[config.mk]
export PLATFORM = sky130hd
export DESIGN_NAME = imudr_ctrl
export DESIGN_NICKNAME = d
export VERILOG_FILES = /design/src/hdl/imudr_pkg.sv /design/src/hdl/imudr_ctrl.sv
export SDC_FILE = /design/constraint.sdc
export NUM_CORES = 1
export LEC_CHECK = 0
export CAP_MARGIN = 0
export CORE_MARGIN = 2
export CORE_UTILIZATION = 39
export CTS_CLUSTER_SIZE = 10
export DETAILED_ROUTE_END_ITERATION = 10
export DONT_BUFFER_PORTS = 1
export PLACE_DENSITY_LB_ADDON = 0.1
export SYNTH_ARGS = -nofsm -noshare
export SYNTH_HDL_FRONTEND = slang
export SYNTH_SLANG_ARGS = --single-unit
[constraint.sdc]
create_clock -name i_clk -period 1.25 [get_ports i_clk]
set_input_delay 0.25 -clock i_clk [delete_from_list [all_inputs] [get_ports i_clk]]
set_output_delay 0.25 -clock i_clk [all_outputs]
set_load 0.01 [all_outputs]
[src/hdl/imudr_pkg.sv]
// shared constants, command codes and helpers for the dead-reckoning integrator
package imudr_pkg;

    localparam int CORDIC_STEPS = 16;
    localparam int ATAN_ENTRIES = 24;
    localparam int ROT_STEPS    = (CORDIC_STEPS > ATAN_ENTRIES) ? ATAN_ENTRIES : CORDIC_STEPS;
    localparam int STEP_W       = $clog2(ATAN_ENTRIES);

    localparam int MUL_A_W = 36;
    localparam int MUL_B_W = 34;
    localparam int PROD_W  = MUL_A_W + MUL_B_W;

    localparam logic signed [MUL_B_W-1:0] GAIN_Q30 = 34'sd652032874;
    localparam logic signed [MUL_B_W-1:0] PI_Q30   = 34'sd3373259426;
    localparam logic signed [MUL_B_W-1:0] BAM_K    = 34'sd42722830;

    localparam logic [3:0] OP_NOP  = 4'd0;
    localparam logic [3:0] OP_LOAD = 4'd1;
    localparam logic [3:0] OP_DVX  = 4'd2;
    localparam logic [3:0] OP_DVY  = 4'd3;
    localparam logic [3:0] OP_ZMUL = 4'd4;
    localparam logic [3:0] OP_ROT  = 4'd5;
    localparam logic [3:0] OP_QUAD = 4'd6;
    localparam logic [3:0] OP_WX0  = 4'd7;
    localparam logic [3:0] OP_WX1  = 4'd8;
    localparam logic [3:0] OP_WY0  = 4'd9;
    localparam logic [3:0] OP_WY1  = 4'd10;
    localparam logic [3:0] OP_PX   = 4'd11;
    localparam logic [3:0] OP_PY   = 4'd12;
    localparam logic [3:0] OP_H0   = 4'd13;
    localparam logic [3:0] OP_H1   = 4'd14;
    localparam logic [3:0] OP_OUT  = 4'd15;

    typedef struct packed {
        logic [3:0]        op;
        logic [STEP_W-1:0] step;
    } t_cmd;

    function automatic logic signed [MUL_B_W-1:0] atan_q30(input logic [STEP_W-1:0] i);
        logic signed [MUL_B_W-1:0] v;
        unique case (i)
            5'd0:  v = 34'sh03243F6A8;
            5'd1:  v = 34'sh01DAC6705;
            5'd2:  v = 34'sh00FADBAFC;
            5'd3:  v = 34'sh007F56EA6;
            5'd4:  v = 34'sh003FEAB76;
            5'd5:  v = 34'sh001FFD55B;
            5'd6:  v = 34'sh000FFFAAA;
            5'd7:  v = 34'sh0007FFF55;
            5'd8:  v = 34'sh0003FFFEA;
            5'd9:  v = 34'sh0001FFFFD;
            5'd10: v = 34'sh0000FFFFF;
            5'd11: v = 34'sh00007FFFF;
            5'd12: v = 34'sh00003FFFF;
            5'd13: v = 34'sh00001FFFF;
            5'd14: v = 34'sh00000FFFF;
            5'd15: v = 34'sh000007FFF;
            5'd16: v = 34'sh000003FFF;
            5'd17: v = 34'sh000001FFF;
            5'd18: v = 34'sh000000FFF;
            5'd19: v = 34'sh0000007FF;
            5'd20: v = 34'sh0000003FF;
            5'd21: v = 34'sh0000001FF;
            5'd22: v = 34'sh0000000FF;
            5'd23: v = 34'sh00000007F;
            default: v = '0;
        endcase
        return v;
    endfunction

    function automatic logic signed [31:0] sat32(input logic signed [37:0] v);
        logic signed [31:0] r;
        if (v > 38'sd2147483647) begin
            r = 32'sh7FFFFFFF;
        end else if (v < -38'sd2147483648) begin
            r = 32'sh80000000;
        end else begin
            r = v[31:0];
        end
        return r;
    endfunction

endpackage

[src/hdl/imudr_ctrl.sv]
// sequencing state machine: handshakes and datapath commands
module imudr_ctrl (
    input  logic                 i_clk,
    input  logic                 i_rst_n,
    input  logic                 i_in_valid,
    output logic                 o_in_ready,
    output logic                 o_out_valid,
    input  logic                 i_out_ready,
    output imudr_pkg::t_cmd      o_cmd
);
    import imudr_pkg::*;

    localparam logic [3:0] S_IDLE = 4'd0;
    localparam logic [3:0] S_DVX  = 4'd1;
    localparam logic [3:0] S_DVY  = 4'd2;
    localparam logic [3:0] S_ZMUL = 4'd3;
    localparam logic [3:0] S_ROT  = 4'd4;
    localparam logic [3:0] S_QUAD = 4'd5;
    localparam logic [3:0] S_WX0  = 4'd6;
    localparam logic [3:0] S_WX1  = 4'd7;
    localparam logic [3:0] S_WY0  = 4'd8;
    localparam logic [3:0] S_WY1  = 4'd9;
    localparam logic [3:0] S_PX   = 4'd10;
    localparam logic [3:0] S_PY   = 4'd11;
    localparam logic [3:0] S_H0   = 4'd12;
    localparam logic [3:0] S_H1   = 4'd13;
    localparam logic [3:0] S_OUT  = 4'd14;

    logic [3:0]        r_state, n_state;
    logic [STEP_W-1:0] r_step, n_step;
    logic              r_out_valid, n_out_valid;
    logic              out_free;

    assign out_free    = !r_out_valid || i_out_ready;
    assign o_in_ready  = (r_state == S_IDLE);
    assign o_out_valid = r_out_valid;

    always_comb begin
        n_state     = r_state;
        n_step      = r_step;
        n_out_valid = r_out_valid && !i_out_ready;
        o_cmd.op    = OP_NOP;
        o_cmd.step  = r_step;
        unique case (r_state)
            S_IDLE: begin
                if (i_in_valid) begin
                    o_cmd.op = OP_LOAD;
                    n_state  = S_DVX;
                end
            end
            S_DVX: begin
                o_cmd.op = OP_DVX;
                n_state  = S_DVY;
            end
            S_DVY: begin
                o_cmd.op = OP_DVY;
                n_state  = S_ZMUL;
            end
            S_ZMUL: begin
                o_cmd.op = OP_ZMUL;
                n_step   = '0;
                n_state  = S_ROT;
            end
            S_ROT: begin
                o_cmd.op = OP_ROT;
                n_step   = r_step + 1'b1;
                if (r_step == STEP_W'(ROT_STEPS - 1)) begin
                    n_state = S_QUAD;
                end
            end
            S_QUAD: begin
                o_cmd.op = OP_QUAD;
                n_state  = S_WX0;
            end
            S_WX0: begin
                o_cmd.op = OP_WX0;
                n_state  = S_WX1;
            end
            S_WX1: begin
                o_cmd.op = OP_WX1;
                n_state  = S_WY0;
            end
            S_WY0: begin
                o_cmd.op = OP_WY0;
                n_state  = S_WY1;
            end
            S_WY1: begin
                o_cmd.op = OP_WY1;
                n_state  = S_PX;
            end
            S_PX: begin
                o_cmd.op = OP_PX;
                n_state  = S_PY;
            end
            S_PY: begin
                o_cmd.op = OP_PY;
                n_state  = S_H0;
            end
            S_H0: begin
                o_cmd.op = OP_H0;
                n_state  = S_H1;
            end
            S_H1: begin
                o_cmd.op = OP_H1;
                n_state  = S_OUT;
            end
            S_OUT: begin
                if (out_free) begin
                    o_cmd.op    = OP_OUT;
                    n_out_valid = 1'b1;
                    n_state     = S_IDLE;
                end
            end
            default: begin
                n_state = S_IDLE;
            end
        endcase
    end

    always_ff @(posedge i_clk) begin
        if (!i_rst_n) begin
            r_state     <= S_IDLE;
            r_step      <= '0;
            r_out_valid <= 1'b0;
        end else begin
            r_state     <= n_state;
            r_step      <= n_step;
            r_out_valid <= n_out_valid;
        end
    end

endmodule

* Word-level counts from Yosys, hierarchy flattened
Index checks and enable logic that the tools add are counted.
** Word-level totals
- Output and inout port bits :: 11
- Input bits :: 4
- Word-level logic and storage cells :: 39
- Flip-flop bits (word level) :: 10
** Cells by class
- Mux-type cells :: 10
- Add/subtract/negate cells :: 1
- Reduce and logical (&&, ||, !) cells :: 7
- Equality and inequality tests :: 18
** Operators by type and width (number)
- $pmux W4 S15 :: 2
- $eq A4 B4 Y1 const B :: 7
- $eq A4 B3 Y1 const B :: 4
- $mux W4 :: 4
- $pmux W5 S2 :: 1
- $eq A4 B2 Y1 const B :: 2
- $ne A2 B2 Y1 const B :: 3
- $add A5 B1 Y5 const B :: 1
- $eq A5 B4 Y1 const B :: 1
- $eq A4 B1 Y1 const B :: 1
- $logic_not A4 Y1 :: 1
- $mux W1 :: 3
- $reduce_and A3 Y1 :: 1
- $logic_not A1 Y1 :: 2
- $reduce_bool A2 Y1 :: 1
- $logic_and A1 B1 Y1 :: 1
- $logic_or A1 B1 Y1 :: 1

* Depth between registers and ports, before layout
Gate-level depths: netlist (run 1).
- Depth after elaboration :: 4
- Mapped depth :: 6
- Depth with buffers taken out :: 6

* Least setup slack after synthesis (run 1)
OpenSTA, ideal clock, no wires.
- Kind :: register to output
- Start :: reg r_state[1]
- End :: out o_cmd[8] (netlist bit)
- Setup slack :: -0.181 ns
- Required time :: 1.000 ns
- Arrival :: 1.181 ns
- Path buffers :: 1
- Cell stages (with the launch flop) :: 5
- Cells stage by stage :: dfxtp_1 > clkbuf_1 > nand2_1 > or3_1 > o21ai_0
** RTL lines
- start: declaration :: line imudr_ctrl.sv:29 : logic [3:0] r_state, n_state;
- start signal: assignment :: line imudr_ctrl.sv:126 : r_state <= n_state;
- end: declaration :: line imudr_ctrl.sv:9 : output imudr_pkg::t_cmd o_cmd

==> flow_metrics.env, run 1 <==
export IMPL_status="finished with violations"
export IMPL_violations="negative setup slack"
export IMPL_ys_top_cells_by_area="dfxtp_1 (34%), a21oi_1 (5.2%), nand2_1 (4.5%)"
export IMPL_drtAntennaViolNets=0
export IMPL_slowest_delay_ns=0.33
export IMPL_final_common_cell="buf_4"
export IMPL_first_pass_iters=4
export IMPL_grt_setup_unrepaired="yes"
export IMPL_critPathLaunchType="register"
export IMPL_ios=15
export IMPL_cp_num_buf_inv=1
export IMPL_cts_sinks=10
export IMPL_powerDensity_nw_per_um2=839
export IMPL_cts_buffers=3
export IMPL_antenna_found_initial=0
export IMPL_maxSlewHeadroom_pct=78.0
export IMPL_layout_nets=111
export IMPL_final_cell_mix="buf_4 (27), nand2_1 (6), buf_6 (5), dfxtp_1 (4)"
export IMPL_viasPerCell=5.80
export IMPL_num_fill_cells=95
export IMPL_p_leak_nw=0.424
export IMPL_min_path_type="primary input to register"
export IMPL_drc=0
export IMPL_die_w_um=42.7
export IMPL_ys_seq_area_share_pct=34.3
export IMPL_cts_buffer_depth=2
export IMPL_max_freq_mhz=668
export IMPL_cts_tree="built"
export IMPL_r2r_end="r_step[3]$_SDFFE_PN0P_"
export IMPL_gp_congestion=0.750
export IMPL_synth_nets=79
export IMPL_crit_fanout=5
export IMPL_critical_path_top_delay_family="flip-flops"
export IMPL_place_hpwl_mm=1.13
export IMPL_synth_area_sq_um=583
export IMPL_grt_pass1_wl_mm=3.14
export IMPL_worstMarginPinSlew_ns=0.327
export IMPL_port_buffers=0
export IMPL_critPathArrivalTime_ns=1.25
export IMPL_vdd_drop_max_uv=534
export IMPL_layout_drive_gt1_share_pct=63.5
export IMPL_min_from="i_rst_n"
export IMPL_rows=13
export IMPL_min_to="r_state[0]$_SDFFE_PN0P_"
export IMPL_num_vias=690
export IMPL_yosys_register_bits=10
export IMPL_setup_viol=11
export IMPL_crit_type="register to output pin"
export IMPL_cts_root_buf="clkbuf_4"
export IMPL_diodes=0
export IMPL_area_growth_syn_to_layout_pct=78.5
export IMPL_clk_latency_ns=0.28
export IMPL_yosys_warnings=0
export IMPL_grt_max_degree=10
export IMPL_setup_slack_ns=-0.247
export IMPL_critPathSlowestCell="dfxtp_2"
export IMPL_endpoint_kind="output pin"
export IMPL_final_hold_violation_count=0
export IMPL_synth_top_area_share_pct=34.3
export IMPL_drt_iter0_markers=16
export IMPL_dieHeight_um=42.7
export IMPL_holdWs_ns=0.0910
export IMPL_dieArea_sq_um=1820
export IMPL_r2r_cells=4
export IMPL_track_usage_pct=23.1
export IMPL_start_util_pct=43.2
export IMPL_maxCapViolCount=0
export IMPL_wl_per_cell_um=15.8
export IMPL_fin_crit_sh_pct=120
export IMPL_path_clk_slew_ns=0.07
export IMPL_cts_htree_levels=1
export IMPL_grt_pass1_vias=654
export IMPL_synth_cell_type_count=28
export IMPL_r2r_slack_ns=-0.20
export IMPL_fin_worst_skew_ns=0.00281
export IMPL_crit_chain="buf_6 -> and4b_1 -> a211oi_4"
export IMPL_routed_wl_mm=1.89
export IMPL_min_path_cells=1
export IMPL_rr_startpoint="r_state[1]$_SDFFE_PN0P_"
export IMPL_yosysTopAreaCell="dfxtp_1"
export IMPL_min_period_ns=1.50
export IMPL_synthCells=73
export IMPL_syn_avg_cell_area_sq_um=7.99
export IMPL_slew_viol_final=0
export IMPL_power_mw=0.873
export IMPL_core_area_sq_um=1350
export IMPL_cp_data_required_time_ns=1.00
export IMPL_grt_overflow=0
worst reg2reg max path: stages (launching register included):
cell and delay (ns):
dfxtp_2 0.32, buf_4 0.13, or3b_4 0.37, or4_1 0.40, a31oi_1 0.16
routing by layer:
| metal | vias up | wire (um) | GRT usage [%] | share of wire [%] |
|---|---|---|---|---|
| li1 | 333 | - | - | - |
| met4 | 0 | 8 | 8.75 | 0.42 |
| met5 | - | 0 | 0 | 0 |
| met2 | 20 | 937 | 35.2 | 50 |
| met1 | 335 | 838 | 29.4 | 44 |
| met3 | 2 | 101 | 8.51 | 5.4 |
logic make-up after synthesis:
family / count (synthesis) / share of synthesized area, %
compound gates: 24 / 26.6
flops: 10 / 34.3
buf+inv: 10 / 6.44
simple gates: 27 / 28.3
fa+ha+maj: 2 / 4.29
worst max path at each step:
stage                                 start                       to  depth (start not counted)
finish              r_state[2]$_SDFFE_PN0P_                 o_cmd[5]                          3
global route        r_state[2]$_SDFFE_PN0P_                 o_cmd[8]                          4
CTS                 r_state[3]$_SDFFE_PN0P_               o_in_ready                          3
detailed placement   r_step[0]$_SDFFE_PN0P_  r_state[0]$_SDFFE_PN0P_                          6
global placement    r_state[0]$_SDFFE_PN0P_   r_step[3]$_SDFFE_PN0P_                          3
floorplan            r_step[0]$_SDFFE_PN0P_  r_state[0]$_SDFFE_PN0P_                          6
registers in the layout, summed over array words and instances, names as in the netlist:
| signal | cells |
|---|---|
| r_step | 5 |
| r_state | 4 |
| o_out_valid | 1 |
area by class of cell:
cell class              count  area [sq um]  area share, %
inverters                   5          18.8           1.80
clock buffers               4          36.3           3.49
repair buffers             32           259           24.9
multi-input cells          53           493           47.4
flip-flops and latches     10           215           20.7
well taps                  15          18.8           1.80
cell usage after synthesis, drive strengths merged:
library cell  count
dfxtp            10
nand2             7
a21oi             6
clkbuf            5
inv               5
o21ai             5
nand2b            4
a31oi             3
nor4              3
and3              2
ha                2
nand3b            2
nor3b             2
o22ai             2
or3               2
a211oi            1
a21boi            1
a21o              1
a31o              1
and3b             1
and4b             1
nand3             1
o211a             1
o211ai            1
o221a             1
o32ai             1
or3b              1
or4               1
through the flow:
stage	utilization [%]	TNS [ns]	std cells	setup slack, ns	instance area [sq um]
2_1_floorplan	-	-0.223	73	-0.0957	618
3_3_place_gp	57.7	-0.384	105	-0.0991	779
3_5_place_dp	57.7	-0.402	105	-0.137	779
4_1_cts	71.6	-1.38	116	-0.233	967
5_1_grt	77.1	-2.02	119	-0.297	1040
6_report	77.1	-1.53	119	-0.247	1040
power by group:
group / total [mW] / switching, mW / internal, mW
clock network: 0.304 / 0.126 / 0.177
registers: 0.336 / 0.0104 / 0.325
logic: 0.234 / 0.107 / 0.127
what timing repair did:
item | in CTS | in global routing
endpoints found under the setup margin | 11 | 12
gates resized for setup | 28 | 11
buffers inserted | 6 | 3
endpoints found under the hold margin | 0 | 0
hold buffers | 0 | 0
gates cloned | 1 | 0
pin swaps | 7 | 9
Power figures use the tool's default switching activity.
==> inputs of run 2 (changes only) <==
--- a/config.mk
+++ b/config.mk
@@ -7,7 +7,7 @@
 export LEC_CHECK = 0
 export CAP_MARGIN = 0
 export CORE_MARGIN = 2
-export CORE_UTILIZATION = 39
+export CORE_UTILIZATION = 25
 export CTS_CLUSTER_SIZE = 10
 export DETAILED_ROUTE_END_ITERATION = 10
 export DONT_BUFFER_PORTS = 1
==> run 2 against run 1 <==
Compared with the run above: the flow still finishes with violations (negative setup slack); setup slack better by 0.0091 ns; power decreased by 2.0%; flip-flop and latch count did not move; maximum frequency grew 0.61%; clock skew increased by 0.0055 ns; sequential power hardly changed; core utilization decreased by 30 points; global-route usage shrank 7.8 points; critical endpoint is now o_cmd[8]; critical path depth grew 1; final area unchanged; clock-buffer cell count is the same; worst hold slack improved by 0.0085 ns.
==> flow_metrics.env, run 2 (synthesis results as in run 1) <==
export IMPL_first_pass_iters=4
export IMPL_start_util_pct=26.4
export IMPL_multiInputGateArea_sq_um=458
export IMPL_holdWs_ns=0.0995
export IMPL_regMostFlops="r_step"
export IMPL_violations="negative setup slack"
export IMPL_track_usage_pct=15.3
export IMPL_power_mw=0.856
export IMPL_p_sw_share_pct=26.5
export IMPL_setup_slack_ns=-0.238
export IMPL_switchingPower_mw=0.227
export IMPL_maxSlewHeadroom_pct=83.7
export IMPL_endpoint_kind="output pin"
export IMPL_gp_congestion=0.700
export IMPL_cts_sinks=10
export IMPL_grt_pass1_wl_mm=3.06
export IMPL_clk_latency_ns=0.27
export IMPL_die_w_um=52.3
export IMPL_grt_overflow=0
export IMPL_min_period_ns=1.49
export IMPL_antenna_found_initial=0
export IMPL_path_clk_slew_ns=0.08
export IMPL_p_leak_nw=0.426
export IMPL_ios=15
export IMPL_maxCapViolCount=0
export IMPL_worstMarginPinSlew_ns=0.244
export IMPL_drt_iter0_markers=2
export IMPL_rr_startpoint="r_state[1]$_SDFFE_PN0P_"
export IMPL_seq_power_share_pct=39.2
export IMPL_grt_pass1_vias=678
export IMPL_rows=17
export IMPL_powerDensity_nw_per_um2=822
export IMPL_crit_fanout=7
export IMPL_max_freq_mhz=672
export IMPL_drc=0
export IMPL_fin_crit_sh_pct=119
export IMPL_min_from="i_rst_n"
export IMPL_finalInstanceArea_sq_um=1040
export IMPL_viasPerCell=5.02
export IMPL_num_fill_cells=229
export IMPL_area_growth_syn_to_layout_pct=78.5
export IMPL_cts_htree_levels=1
export IMPL_fin_setup_tns_ns=-1.70
export IMPL_cts_buffers=3
export IMPL_slew_viol_final=0
export IMPL_fin_worst_skew_ns=0.00831
export IMPL_num_vias=668
export IMPL_grt_setup_unrepaired="yes"
export IMPL_layout_drive_gt1_share_pct=57.1
export IMPL_dieArea_sq_um=2730
export IMPL_largest_reg_flops=5
export IMPL_min_path_type="primary input to register"
export IMPL_final_hold_violation_count=0
export IMPL_intPower_mw=0.629
export IMPL_core_area_sq_um=2210
export IMPL_dieHeight_um=52.3
export IMPL_final_cell_mix="buf_4 (25), buf_6 (8), nand2_1 (7)"
export IMPL_setup_viol=12
export IMPL_place_hpwl_mm=1.26
export IMPL_placed_cell_area_sq_um=803
export IMPL_layout_nets=112
export IMPL_cp_startpoint="r_state[1]$_SDFFE_PN0P_"
export IMPL_cts_buffer_depth=2
export IMPL_port_buffers=0
export IMPL_cts_tree="built"
export IMPL_crit_type="register to output pin"
export IMPL_pwr_share_comb_pct=26.1
export IMPL_drtAntennaViolNets=0
export IMPL_diodes=0
export IMPL_seq_area_sq_um=215
export IMPL_clockPowerShare_pct=34.8
export IMPL_final_common_cell="buf_4"
export IMPL_routed_wl_mm=1.86
export IMPL_wl_per_cell_um=13.9
export IMPL_critPathLaunchType="register"
export IMPL_status="finished with violations"
export IMPL_grt_max_degree=10
export IMPL_critPathArrivalTime_ns=1.24
export IMPL_cts_root_buf="clkbuf_4"
export IMPL_vdd_drop_max_uv=477
export IMPL_cp_data_required_time_ns=1.00
-- run 2: cell type report --
cell class | instances | area share, %
Clock buffer | 4 | 3.49
Inverter | 5 | 1.80
Multi-Input combinational cell | 53 | 44.0
Sequential cell | 10 | 20.7
Tap cell | 28 | 3.37
Timing Repair Buffer | 33 | 26.7
-- run 2: power groups by stage --
| stage | Clock, mW | Sequential [mW] | Combinational, mW |
|---|---|---|---|
| after floorplan | 0 | 0.342 | 0.0859 |
| after global placement | 0 | 0.342 | 0.150 |
| after detailed placement | 0 | 0.342 | 0.151 |
| after CTS | 0.309 | 0.334 | 0.197 |
| after global routing | 0.332 | 0.336 | 0.243 |
| final | 0.298 | 0.335 | 0.223 |
-- run 2: path summary, 6_finish.rpt --
| kind | end | cells after the start | slack (ns) |
|---|---|---|---|
| worst max-delay path | o_cmd[8] | 4 | -0.24 |
| worst min-delay path | r_state[0]$_SDFFE_PN0P_ | 1 | 0.1 |
| worst max register to register | r_step[3]$_SDFFE_PN0P_ | 4 | -0.23 |
| worst min register to register | r_step[4]$_SDFFE_PN0P_ | 3 | 0.62 |
-- run 2: timing repair --
| action | 4_1_cts | 5_1_grt |
|---|---|---|
| pin swaps | 8 | 4 |
| setup endpoints to repair | 10 | 12 |
| setup buffers | 7 | 3 |
| hold buffers | 0 | 0 |
| gates resized for setup | 25 | 7 |
-- run 2: worst max-delay path, stage by stage (launching register included) --
cell and delay [ns]:
dfxtp_2 0.34, buf_6 0.12, nand2_1 0.08, or3_4 0.35, o21ai_4 0.08
-- run 2: metal layers --
| layer | share of wire, % | track usage [%] |
|---|---|---|
| met1 | 46 | 19.6 |
| met2 | 48 | 23.8 |
| met3 | 5.2 | 2.86 |
| met4 | 1.1 | 8.97 |
| met5 | 0 | 0 |
-- run 2: stage by stage --
| step | std cells | setup slack (ns) | util, % |
|---|---|---|---|
| 2_1_floorplan | 73 | -0.0957 | - |
| 3_3_place_gp | 119 | -0.103 | 36.3 |
| 3_5_place_dp | 119 | -0.134 | 36.3 |
| 4_1_cts | 130 | -0.250 | 44.6 |
| 5_1_grt | 133 | -0.314 | 47.1 |
| 6_report | 133 | -0.238 | 47.1 |
==> inputs of run 3 (changes only) <==
--- a/config.mk
+++ b/config.mk
@@ -5,6 +5,7 @@
 export SDC_FILE = /design/constraint.sdc
 export NUM_CORES = 1
 export LEC_CHECK = 0
+export ABC_CLOCK_PERIOD_IN_PS = 1250
 export CAP_MARGIN = 0
 export CORE_MARGIN = 2
 export CORE_UTILIZATION = 25
@@ -12,6 +13,7 @@
 export DETAILED_ROUTE_END_ITERATION = 10
 export DONT_BUFFER_PORTS = 1
 export PLACE_DENSITY_LB_ADDON = 0.1
+export SETUP_SLACK_MARGIN = 0.2
 export SYNTH_ARGS = -nofsm -noshare
 export SYNTH_HDL_FRONTEND = slang
 export SYNTH_SLANG_ARGS = --single-unit
==> run 3 against run 2 <==
Compared with the run above: critical path type unchanged; final area fell by 0.48%; sequential share of layout area grew 0.58 points; maximum frequency increased by 0.50%; clock power down 23%; wire length decreased by 0.16%; the flow still finishes with violations (negative setup slack); highest routed layer unchanged; combinational power about the same; cell count down 6.0%; flip-flop and latch count unchanged; core utilization down 0.23 points; clock skew down 0.0037 ns; critical endpoint unchanged; global-route usage shrank 0.78 points.
==> flow_metrics.env, run 3 (synthesis results as in run 1) <==
export IMPL_status="finished with violations"
export IMPL_violations="negative setup slack"
export IMPL_drt_iter0_markers=2
export IMPL_largest_reg_flops=5
export IMPL_use_met2_pct=25.6
export IMPL_fin_crit_sh_pct=118
export IMPL_num_fill_cells=227
export IMPL_path_clk_slew_ns=0.07
export IMPL_num_vias=653
export IMPL_pwr_share_comb_pct=28.2
export IMPL_final_cell_mix="buf_4 (16), nand2_1 (6), buf_6 (6), inv_1 (5)"
export IMPL_vdd_drop_max_uv=399
export IMPL_drtAntennaViolNets=0
export IMPL_track_usage_pct=14.5
export IMPL_antenna_found_initial=0
export IMPL_drc=0
export IMPL_start_util_pct=26.4
export IMPL_grt_setup_unrepaired="yes"
export IMPL_cts_tree="built"
export IMPL_dieHeight_um=52.3
export IMPL_final_common_cell="buf_4"
export IMPL_cts_htree_levels=1
export IMPL_wl_per_cell_um=14.8
export IMPL_die_w_um=52.3
export IMPL_slowest_delay_ns=0.37
export IMPL_fin_setup_tns_ns=-1.57
export IMPL_cts_buffer_depth=2
export IMPL_grt_max_degree=12
export IMPL_p_sw_share_pct=29.2
export IMPL_worstMarginPinSlew_ns=0.273
export IMPL_maxCapViolCount=0
export IMPL_multiInputGateArea_sq_um=508
export IMPL_cp_data_required_time_ns=1.00
export IMPL_viasPerCell=5.22
export IMPL_setup_viol=11
export IMPL_rows=17
export IMPL_critPathLaunchType="register"
export IMPL_layout_drive_gt1_share_pct=61.9
export IMPL_critPathArrivalTime_ns=1.23
export IMPL_first_pass_iters=4
export IMPL_crit_fanout=4
export IMPL_grtUsageMet1_pct=17.1
export IMPL_seq_area_sq_um=220
export IMPL_min_period_ns=1.48
export IMPL_diodes=0
export IMPL_seq_power_share_pct=42.5
export IMPL_routed_wl_mm=1.85
export IMPL_area_growth_syn_to_layout_pct=77.7
export IMPL_cts_root_buf="clkbuf_4"
export IMPL_cp_num_buf_inv=1
export IMPL_endpoint_kind="output pin"
export IMPL_core_area_sq_um=2210
export IMPL_clockPowerShare_pct=29.3
export IMPL_regMostFlops="r_step"
export IMPL_switchingPower_mw=0.229
export IMPL_layout_nets=104
export IMPL_gr_max_usage_layer="met2"
export IMPL_final_hold_violation_count=0
export IMPL_grt_overflow=0
export IMPL_dieArea_sq_um=2730
export IMPL_critPathSlowestCell="dfxtp_4"
export IMPL_min_path_type="primary input to register"
export IMPL_place_hpwl_mm=1.25
export IMPL_cts_buffers=3
export IMPL_clk_latency_ns=0.26
export IMPL_ctsHoldBuffers=0
export IMPL_grt_pass1_wl_mm=2.97
export IMPL_crit_chain="buf_12 -> nand2_2 -> or3_4 -> o21ai_2"
export IMPL_max_freq_mhz=675
export IMPL_grt_pass1_vias=663
export IMPL_setup_slack_ns=-0.231
export IMPL_crit_type="register to output pin"
export IMPL_slew_viol_final=0
export IMPL_powerDensity_nw_per_um2=759
export IMPL_fin_worst_skew_ns=0.00459
export IMPL_intPower_mw=0.557
export IMPL_critical_path_top_delay_family="simple AND/OR/NAND/NOR gates"
export IMPL_maxSlewHeadroom_pct=81.6
export IMPL_gp_congestion=0.724
export IMPL_grt_use_met3_pct=2.29
export IMPL_port_buffers=0
export IMPL_placed_cell_area_sq_um=822
export IMPL_p_leak_nw=0.397
export IMPL_ios=15
export IMPL_finalInstanceArea_sq_um=1040
export IMPL_cts_sinks=10
==> run 3: what timing repair did <==
item | in CTS | in global routing
endpoints found under the setup margin | 15 | 17
pin swaps | 9 | 7
resized for setup | 27 | 10
buffers inserted | 4 | 1
==> run 3: worst register-to-register path, stage by stage (launching register included) <==
cell	delay (ns)
dfxtp_4	0.36
or3b_4	0.39
or4_1	0.41
a31oi_1	0.15
==> run 3: worst paths after layout <==
path / startpoint / end / slack, ns / cells after the start
setup / recovery: r_state[1]$_SDFFE_PN0P_ / o_cmd[8] / -0.23 / 4
hold / removal: i_rst_n / r_state[0]$_SDFFE_PN0P_ / 0.10 / 1
setup reg to reg: r_state[1]$_SDFFE_PN0P_ / r_step[3]$_SDFFE_PN0P_ / -0.14 / 3
hold reg to reg: r_step[2]$_SDFFE_PN0P_ / r_step[2]$_SDFFE_PN0P_ / 0.60 / 1
==> run 3: final cells by class <==
cell class,instances,share of cell area (%)
clock buffers,3,2.17
clock inverters,1,0.362
well taps,28,3.38
repair buffers,25,22.0
multi-input cells,53,49.0
flip-flops and latches,10,21.3
inverters,5,1.81
==> run 3: routing by layer <==
layer | routed length, um | vias to the layer above | share of wire, %
met5 | 0 | - | 0
met4 | 27 | 0 | 1.5
met3 | 72 | 4 | 3.9
met2 | 928 | 15 | 50
met1 | 823 | 315 | 44
li1 | - | 319 | -
==> run 3: power by group through the flow <==
stage / Combinational, mW / Sequential (mW) / Clock [mW]
finish: 0.222 / 0.334 / 0.230
global route: 0.238 / 0.336 / 0.264
CTS: 0.204 / 0.334 / 0.239
detailed placement: 0.151 / 0.342 / 0
global placement: 0.152 / 0.342 / 0
floorplan: 0.104 / 0.342 / 0
==> run 3: stage by stage <==
stage          power [mW]  util (%)  cells  hold slack [ns]  setup WS [ns]
6_report            0.786      46.8    125            0.101         -0.231
5_1_grt             0.837      46.8    125           0.0858         -0.278
4_1_cts             0.778      44.9    124           0.0935         -0.235
3_5_place_dp        0.494      37.2    116            0.389         -0.106
3_3_place_gp        0.494      37.2    116            0.387        -0.0932
2_1_floorplan       0.445         -     73            0.502        -0.0855
